File: src/hw/rtl/pfq_pkg.sv
// ----------------------------------------------------------------------------
// pfq_pkg: shared definitions for the timestamp queue
// Register indexes, reset values, field widths and the timestamp order key.
// ----------------------------------------------------------------------------
`default_nettype none

package pfq_pkg;

  // Queue depth default
  localparam int DEPTH_DEF = 16;

  // Field widths
  localparam int TAG_W   = 16;
  localparam int PTS_W   = 63;
  localparam int CAP_W   = 5;
  localparam int TOL_W   = 32;
  localparam int DROP_W  = 4;
  localparam int CFG_AW  = 1;
  localparam int CFG_DW  = 32;
  localparam int S_DW    = 144;
  localparam int M_DW    = 88;

  // Configuration register indexes
  localparam logic [CFG_AW-1:0] REG_CAPACITY = 1'd0;
  localparam logic [CFG_AW-1:0] REG_DROP_TOL = 1'd1;

  // Register reset values
  localparam logic [CAP_W-1:0] CAP_RESET = 5'd16;
  localparam logic [TOL_W-1:0] TOL_RESET = 32'd1000000;

  // Saturation limit of the drop counter
  localparam logic [DROP_W-1:0] DROP_MAX = 4'd15;

  // Command codes
  localparam logic CMD_ENQ = 1'b0;
  localparam logic CMD_DEQ = 1'b1;

  // One stored frame
  typedef struct packed {
    logic [TAG_W-1:0] tag;
    logic [PTS_W-1:0] pts;
  } entry_t;

  // Order-preserving unsigned key of a signed timestamp: flip the sign bit
  function automatic logic [PTS_W-1:0] pts_key(input logic [PTS_W-1:0] raw);
    pts_key = {~raw[PTS_W-1], raw[PTS_W-2:0]};
  endfunction

endpackage

`default_nettype wire

File: src/hw/rtl/pts_frame_queue_with_drop_unit.sv
// ----------------------------------------------------------------------------
// pts_frame_queue_with_drop_unit: timestamp-ordered frame queue
// Sorted ring buffer in a memory; one shared add-and-compare unit walks it
// to insert frames in order and to pop due frames, dropping late ones.
// ----------------------------------------------------------------------------
// Sequence: an enqueue walks down from the back, moving each entry with a
// later timestamp up one slot, and writes the frame behind the first entry
// not later, or at the front; a refused enqueue or a dequeue on an empty
// queue goes straight to the result. A dequeue examines entries from the
// front, dropping late ones. A busy result stream adds its stall.
// Throughput: one request at a time, set by one memory read per compare step.
// Reset: synchronous; the queue empties, capacity returns to 16 and the
// drop tolerance to 1000000. Memory contents are not cleared.
// ----------------------------------------------------------------------------
`default_nettype none

module pts_frame_queue_with_drop_unit
  import pfq_pkg::*;
#(
  parameter int DEPTH = DEPTH_DEF
) (
  input  wire logic              clk,
  input  wire logic              rst,
  // configuration write port
  input  wire logic              cfg_we,
  input  wire logic [CFG_AW-1:0] cfg_addr,
  input  wire logic [CFG_DW-1:0] cfg_wdata,
  // request stream
  input  wire logic              s_axis_tvalid,
  output logic                   s_axis_tready,
  // tdata from bit 0: frame_tag[16], frame_pts[63], now_time[63], zero pad[2]
  input  wire logic [S_DW-1:0]   s_axis_tdata,
  // tuser: cmd[1]
  input  wire logic              s_axis_tuser,
  // result stream
  output logic                   m_axis_tvalid,
  input  wire logic              m_axis_tready,
  // tdata from bit 0: accepted[1], got_frame[1], out_tag[16], out_pts[63],
  // dropped_count[4], zero pad[3]
  output logic [M_DW-1:0]        m_axis_tdata
);

  localparam int AW   = (DEPTH > 1) ? $clog2(DEPTH) : 1;
  localparam int CW   = $clog2(DEPTH + 1);
  localparam int CMPW = (CW > CAP_W) ? CW : CAP_W;
  localparam int KW   = (CW > DROP_W) ? CW : DROP_W;

  // Sequencer states
  localparam logic [2:0] ST_IDLE    = 3'd0;
  localparam logic [2:0] ST_ENQ_RD  = 3'd1;
  localparam logic [2:0] ST_ENQ_CMP = 3'd2;
  localparam logic [2:0] ST_DEQ_RD  = 3'd3;
  localparam logic [2:0] ST_DEQ_CMP = 3'd4;
  localparam logic [2:0] ST_DEQ_POP = 3'd5;
  localparam logic [2:0] ST_DONE    = 3'd6;

  logic [2:0]       state;
  logic [CAP_W-1:0] capacity;
  logic [TOL_W-1:0] drop_tol;
  logic [CW-1:0]    count;
  logic [AW-1:0]    head;
  logic [CW-1:0]    pos;
  logic [CW-1:0]    keep;
  logic [PTS_W-1:0] opnd;
  logic [TAG_W-1:0] new_tag;

  // Result register
  logic              res_acc;
  logic              res_got;
  logic [TAG_W-1:0]  res_tag;
  logic [PTS_W-1:0]  res_pts;
  logic [DROP_W-1:0] res_drop;

  // Entry memory
  entry_t        mem [DEPTH];
  entry_t        rd_data;
  logic [AW-1:0] rd_addr;
  logic          wr_en;
  logic [AW-1:0] wr_addr;
  entry_t        wr_data;

  // Request fields
  logic [TAG_W-1:0] in_tag;
  logic [PTS_W-1:0] in_pts;
  logic [PTS_W-1:0] in_now;

  assign in_tag = s_axis_tdata[TAG_W-1:0];
  assign in_pts = s_axis_tdata[TAG_W+PTS_W-1:TAG_W];
  assign in_now = s_axis_tdata[TAG_W+2*PTS_W-1:TAG_W+PTS_W];

  assign s_axis_tready = (state == ST_IDLE);

  // Map a position in timestamp order to a memory slot
  function automatic logic [AW-1:0] to_phys(input logic [AW-1:0] hd,
                                            input logic [CW-1:0] idx);
    logic [CW:0] sum;
    sum = (CW+1)'(hd) + (CW+1)'(idx);
    if (sum >= (CW+1)'(DEPTH)) begin
      sum = sum - (CW+1)'(DEPTH);
    end
    to_phys = AW'(sum);
  endfunction

  // Shared add-and-compare unit: key(entry) + addend <= key(operand)
  logic [TOL_W-1:0] cmp_add;
  logic [PTS_W:0]   cmp_lhs;
  logic [PTS_W:0]   cmp_rhs;
  logic             cmp_le;

  always_comb begin
    cmp_add = ((state == ST_DEQ_CMP) && (pos != '0)) ? drop_tol : '0;
    cmp_lhs = {1'b0, pts_key(rd_data.pts)} + (PTS_W+1)'(cmp_add);
    cmp_rhs = {1'b0, pts_key(opnd)};
    cmp_le  = (cmp_lhs <= cmp_rhs);
  end

  // Queue full against capacity and depth
  logic full;
  assign full = (CMPW'(count) >= CMPW'(capacity)) || (count >= CW'(DEPTH));

  // Saturated drop count of the kept position
  logic [KW-1:0]     keep_ext;
  logic [DROP_W-1:0] drop_sat;
  always_comb begin
    keep_ext = KW'(keep);
    drop_sat = (keep_ext > KW'(DROP_MAX)) ? DROP_MAX : keep_ext[DROP_W-1:0];
  end

  // Pop bookkeeping
  logic [CW:0]   removed;
  logic [CW:0]   head_sum;
  logic [AW-1:0] head_next;
  always_comb begin
    removed  = (CW+1)'(keep) + (CW+1)'(1);
    head_sum = (CW+1)'(head) + removed;
    if (head_sum >= (CW+1)'(DEPTH)) begin
      head_sum = head_sum - (CW+1)'(DEPTH);
    end
    head_next = AW'(head_sum);
  end

  // Memory read and write addressing
  always_comb begin
    rd_addr = to_phys(head, pos);
    wr_en   = 1'b0;
    wr_addr = to_phys(head, pos);
    wr_data = '{tag: new_tag, pts: opnd};
    if (state == ST_ENQ_RD) begin
      rd_addr = to_phys(head, pos - CW'(1));
      wr_en   = (pos == '0);
    end else if (state == ST_ENQ_CMP) begin
      wr_en = 1'b1;
      if (!cmp_le) begin
        wr_data = rd_data;
      end
    end
  end

  // Memory port
  always_ff @(posedge clk) begin
    if (wr_en) begin
      mem[wr_addr] <= wr_data;
    end
    rd_data <= mem[rd_addr];
  end

  // Configuration registers
  always_ff @(posedge clk) begin
    if (rst) begin
      capacity <= CAP_RESET;
      drop_tol <= TOL_RESET;
    end else if (cfg_we) begin
      case (cfg_addr)
        REG_CAPACITY: capacity <= cfg_wdata[CAP_W-1:0];
        REG_DROP_TOL: drop_tol <= cfg_wdata[TOL_W-1:0];
        default: ;
      endcase
    end
  end

  // Sequencer
  always_ff @(posedge clk) begin
    if (rst) begin
      state         <= ST_IDLE;
      count         <= '0;
      head          <= '0;
      m_axis_tvalid <= 1'b0;
    end else begin
      // release the result once taken, unless a new one takes its place
      if (m_axis_tvalid && m_axis_tready && (state != ST_DONE)) begin
        m_axis_tvalid <= 1'b0;
      end
      case (state)
        ST_IDLE: begin
          if (s_axis_tvalid) begin
            res_acc  <= 1'b0;
            res_got  <= 1'b0;
            res_tag  <= '0;
            res_pts  <= '0;
            res_drop <= '0;
            new_tag  <= in_tag;
            if (s_axis_tuser == CMD_ENQ) begin
              opnd <= in_pts;
              pos  <= count;
              state <= full ? ST_DONE : ST_ENQ_RD;
            end else begin
              opnd <= in_now;
              pos  <= '0;
              keep <= '0;
              state <= (count == '0) ? ST_DONE : ST_DEQ_RD;
            end
          end
        end
        ST_ENQ_RD: begin
          // place at the front once every entry has moved up
          if (pos == '0) begin
            count   <= count + CW'(1);
            res_acc <= 1'b1;
            state   <= ST_DONE;
          end else begin
            state <= ST_ENQ_CMP;
          end
        end
        ST_ENQ_CMP: begin
          // move a later entry up, or drop the new frame in behind it
          if (!cmp_le) begin
            pos   <= pos - CW'(1);
            state <= ST_ENQ_RD;
          end else begin
            count   <= count + CW'(1);
            res_acc <= 1'b1;
            state   <= ST_DONE;
          end
        end
        ST_DEQ_RD: begin
          state <= ST_DEQ_CMP;
        end
        ST_DEQ_CMP: begin
          if (pos == '0) begin
            // earliest frame must be due
            if (!cmp_le) begin
              state <= ST_DONE;
            end else begin
              res_got <= 1'b1;
              res_tag <= rd_data.tag;
              res_pts <= rd_data.pts;
              keep    <= '0;
              if (count > CW'(1)) begin
                pos   <= CW'(1);
                state <= ST_DEQ_RD;
              end else begin
                state <= ST_DEQ_POP;
              end
            end
          end else if (cmp_le) begin
            // next frame is late enough: drop the held one and take it
            res_tag <= rd_data.tag;
            res_pts <= rd_data.pts;
            keep    <= pos;
            if ((pos + CW'(1)) < count) begin
              pos   <= pos + CW'(1);
              state <= ST_DEQ_RD;
            end else begin
              state <= ST_DEQ_POP;
            end
          end else begin
            state <= ST_DEQ_POP;
          end
        end
        ST_DEQ_POP: begin
          head     <= head_next;
          count    <= count - CW'(removed);
          res_drop <= drop_sat;
          state    <= ST_DONE;
        end
        ST_DONE: begin
          // hand over the result when the output register is free
          if (!m_axis_tvalid || m_axis_tready) begin
            m_axis_tvalid <= 1'b1;
            m_axis_tdata  <= {3'b000, res_drop, res_pts, res_tag, res_got, res_acc};
            state         <= ST_IDLE;
          end
        end
        default: begin
          state <= ST_IDLE;
        end
      endcase
    end
  end

endmodule

`default_nettype wire

File: config.mk
export PLATFORM = sky130hd
export DESIGN_NAME = pts_frame_queue_with_drop_unit
export DESIGN_NICKNAME = d
export VERILOG_FILES = /design/src/hw/rtl/pfq_pkg.sv /design/src/hw/rtl/pts_frame_queue_with_drop_unit.sv
export SDC_FILE = /design/constraint.sdc
export NUM_CORES = 2
export LEC_CHECK = 0
export ABC_CLOCK_PERIOD_IN_PS = 9300
export BUFFER_PORTS_ARGS = -buffer_cell sky130_fd_sc_hd__buf_2
export CAP_MARGIN = 40
export CORE_MARGIN = 2
export CORE_UTILIZATION = 45
export DETAILED_ROUTE_END_ITERATION = 8
export GPL_TIMING_DRIVEN = 0
export SLEW_MARGIN = 20
export SYNTH_ARGS = -nofsm -noshare
export SYNTH_HDL_FRONTEND = slang
export SYNTH_SLANG_ARGS = --single-unit
File: constraint.sdc
create_clock -name clk -period 9.3 [get_ports clk]
set_clock_uncertainty 0.2 [all_clocks]
set_input_delay 0.465 -clock clk [delete_from_list [all_inputs] [get_ports clk]]
set_output_delay 0.465 -clock clk [all_outputs]
set_load 0.02 [all_outputs]
==> flow_summary.toml <==
[clocking]
cts_tree = "yes"
clk_latency_ns = 0.81
cts-root-buf = "clkbuf_16"
numClockSinks = 1652
cts_made_buffers = 168
htree_num_levels = 4
clk_path_buf_depth = 3
cts.clk_slew.worst_paths_ns = 0.06

[worst_setup_path]
cp_max_fo = 10
cp_top_family = "simple AND/OR/NAND/NOR gates"
reg2reg_from = "state[2]"
reg2reg_to = "mem[12][54]"
crit_path_max_incr_delay_ns = 0.46
worstPathArrival_ns = 9.39
rrSetupSlack_ns = 0.35
startpoint_type = "flop"
critPathBufInv = 10
r2r_cells = 33
cp.required_ns = 9.75
path_common_cell = "buf_4"
cp_slowest_cell = "o41a_1"
crit_type = "flop to flop"
crit_path_end_kind = "flop"

[final_layout]
synthToLayoutAreaGrowth_pct = 20.7
instances_no_fill = 6464
drive_above_1_share_pct = 26.8
nNetsFinal = 4700

[hold_path]
hp-class = "input port to flop"
hold_path_end = "capacity[4]"
hold_depth = 4
min_from = "cfg_addr"

[yosys]
synthCells = 3642
avgSynthCellArea_sq_um = 18.4
ys_ff_latch = 1652
synth_ff_type = "edfxtp_1"
synth.distinct_cells = 79
yosys_warnings = 0
ys_seq_area_share_pct = 72.2
async_reset_ff_share_pct = 0
synth_top_cell_by_area = "edfxtp_1"
synth_edf_count = 1523
synthTopCellsByArea = "edfxtp_1 (68%), mux4_2 (11%), dfxtp_1 (3.9%)"
netlist.area_leader.share_pct = 68.3
mappedNetlistArea_sq_um = 66900

[grt]
grt_start_max_net_pins = 38
grt_overflow = 0
grt_pass1_wl_mm = 259
grtUsageTotal_pct = 23.6
grt_pass1_vias = 37595
antenna_found_initial = 3

[sta]
tightest_slew_ns = 0.913
hold_viol_final = 0
finalSetupViolCount = 0
setup_ws_ns = 0.353
relSlewSlack_pct = 39.1
fin_crit_ns = 8.95
max_freq_mhz = 112
slew_viol_final = 0
finalCritPeriodShare_pct = 96.2
grt_setup_unrepaired = "no"

[die]
ios = 273
die_h_um = 390
die_area_sq_um = 152000
core_sq_um = 148000
start_util_pct = 45.3
fp.dieW_um = 390
rows = 141

[place]
port_buffers = 267
gp_congestion = 0.864
dp.cells = 5963
dp_hpwl_mm = 121
dp_slack_ns = -1.15

[drt]
first_pass_iters = 5
routed_via_density = 5.68
wl_met1_mm = 75.7
highest_layer = "met4"
ant_nets = 0
vias = 36730
wl_per_cell_um = 27.7
drtIter0Drc = 4137
route.met3.wl_mm = 11.7
drt_drc_violations_left = 0
totalWireLength_mm = 179
wl_met2_mm = 86.6

[job]
cap_violations = 0

[pwr]
ir_drop_mv = 0.227
pwr_density_cell_nw_per_um2 = 331
leakage_nw = 28.1

[run_status]
status = "completed"
-- routing by layer --
layer  GRT usage [%]  vias to the layer above
met2            38.5                     1282
met3            4.09                      272
met1            32.6                    19086
li1                -                    16090
met4            7.34                        0
met5               0                        -
-- placed cells by master, fill, tap and decap left out, types with 9 or more instances in the layout --
master and n:
a211oi_1 86, a21o_1 26, a21oi_1 178, and3_1 121, buf_1 12, buf_12 39, buf_16 49, buf_2 322
buf_4 31, buf_6 18, buf_8 9, bufinv_16 16, clkbuf_1 149, clkbuf_16 172, clkbuf_2 9, clkbuf_8 14
clkinv_1 20, clkinv_2 20, dfxtp_1 129, dlygate4sd3_1 179, edfxtp_1 1523, ha_1 122, inv_1 94, mux2_2 133
mux2_4 9, mux2i_1 82, mux4_2 316, nand2_1 130, nand3_1 42, nand4_1 27, nor2_1 64, nor2_4 16
nor2b_1 92, nor3_1 19, o21ai_0 32, xnor2_1 54, xor2_1 27
-- power breakdown --
part           leakage, nW  internal, mW  total [mW]  switching (mW)
clock network         2.68          3.97        6.77            2.81
logic                 10.6          4.20        10.0            5.81
registers             14.9          9.49        9.97           0.489
-- worst min-delay path: cells and delay by family --
kind | cells | cell delay (ns)
AOI/OAI and AO/OA | 1 | 0.20
buffers and inverters | 2 | 0.31
and+or+nand+nor | 1 | 0.06
-- kinds of logic after synthesis --
logic type | share of synthesized area (%)
adder cells (fa/ha/maj) | 2.43
XOR/XNOR | 1.08
multiplexers | 14.3
other | 0.00560
AO/OA/AOI/OAI | 3.83
flip-flops | 72.2
AND/OR/NAND/NOR | 4.37
buffers and inverters | 1.78
-- through the flow --
stage	area, sq um	utilization, %	hold slack, ns	setup TNS, ns	power, mW
finish	80800	54.7	0.0958	0	26.8
global route	80800	54.7	0.115	0	27.9
CTS	80700	54.6	0.0291	0	26.9
detailed placement	73400	49.7	0.205	-1028.50	20.1
global placement	70700	47.9	0.204	-6212.40	19.8
floorplan	67000	-	0.200	0	16.5
-- synthesized netlist by cell type, types with 6 or more instances --
| library cell | count |
|---|---|
| o211ai_1 | 7 |
| edfxtp_1 | 1523 |
| o21ai_0 | 33 |
| a21oi_1 | 178 |
| ha_1 | 122 |
| o21bai_1 | 6 |
| a211oi_1 | 86 |
| nor2_1 | 80 |
| mux2i_1 | 83 |
| nor2b_1 | 92 |
| a21o_1 | 26 |
| nand4_1 | 27 |
| nand3_1 | 42 |
| clkbuf_1 | 103 |
| and2_1 | 6 |
| dfxtp_1 | 129 |
| mux4_2 | 316 |
| a31oi_1 | 6 |
| inv_1 | 94 |
| nand2b_1 | 9 |
| buf_2 | 53 |
| mux2_4 | 9 |
| buf_4 | 13 |
| xor2_1 | 27 |
| buf_1 | 12 |
| and3_1 | 123 |
| xnor2_1 | 54 |
| o21a_1 | 8 |
| nand2_1 | 131 |
| mux2_2 | 133 |
| nor3_1 | 20 |
-- how the worst max path moves through the flow --
| stage | slack (ns) | depth (start not counted) | to | from |
|---|---|---|---|---|
| 3_3_place_gp | -5.34 | 25 | keep[0] | state[1] |
| 3_5_place_dp | -1.15 | 31 | mem[11][54] | state[1] |
| 6_report | 0.35 | 33 | mem[12][54] | state[2] |
| 4_1_cts | 0.04 | 32 | mem[11][54] | state[1] |
| 2_1_floorplan | 0.98 | 27 | keep[0] | state[2] |
| 5_1_grt | 0.02 | 32 | mem[9][54] | state[2] |
-- flip-flops by register name, indices dropped and copies added (netlist names), 4 cells and up --
signal        flops
res_pts          63
count             5
drop_tol         32
m_axis_tdata     85
res_tag          16
capacity          5
head              4
mem            1264
rd_data          79
opnd             63
pos               5
new_tag          16
keep              5
res_drop          4
-- timing repair --
action | in CTS | in global routing
pin swaps | 1 | 1
endpoints found under the setup margin | 1356 | 1115
hold endpoints to repair | 119 | 0
hold buffers | 179 | 0
resized for setup | 6 | 8
setup buffers | 1 | 5
-- layout make-up --
| class | instances | area [sq um] |
|---|---|---|
| fill | 11302 | 66900 |
| sequential | 1652 | 48300 |
| multi-input combinational | 1713 | 17600 |
| timing repair buffer | 579 | 5710 |
| clock buffer | 243 | 4710 |
| tap | 1930 | 2410 |
| buffer | 181 | 831 |
| clock inverter | 70 | 807 |
| inverter | 95 | 359 |
| antenna | 1 | 2.50 |
Power figures use the tool's default switching activity.
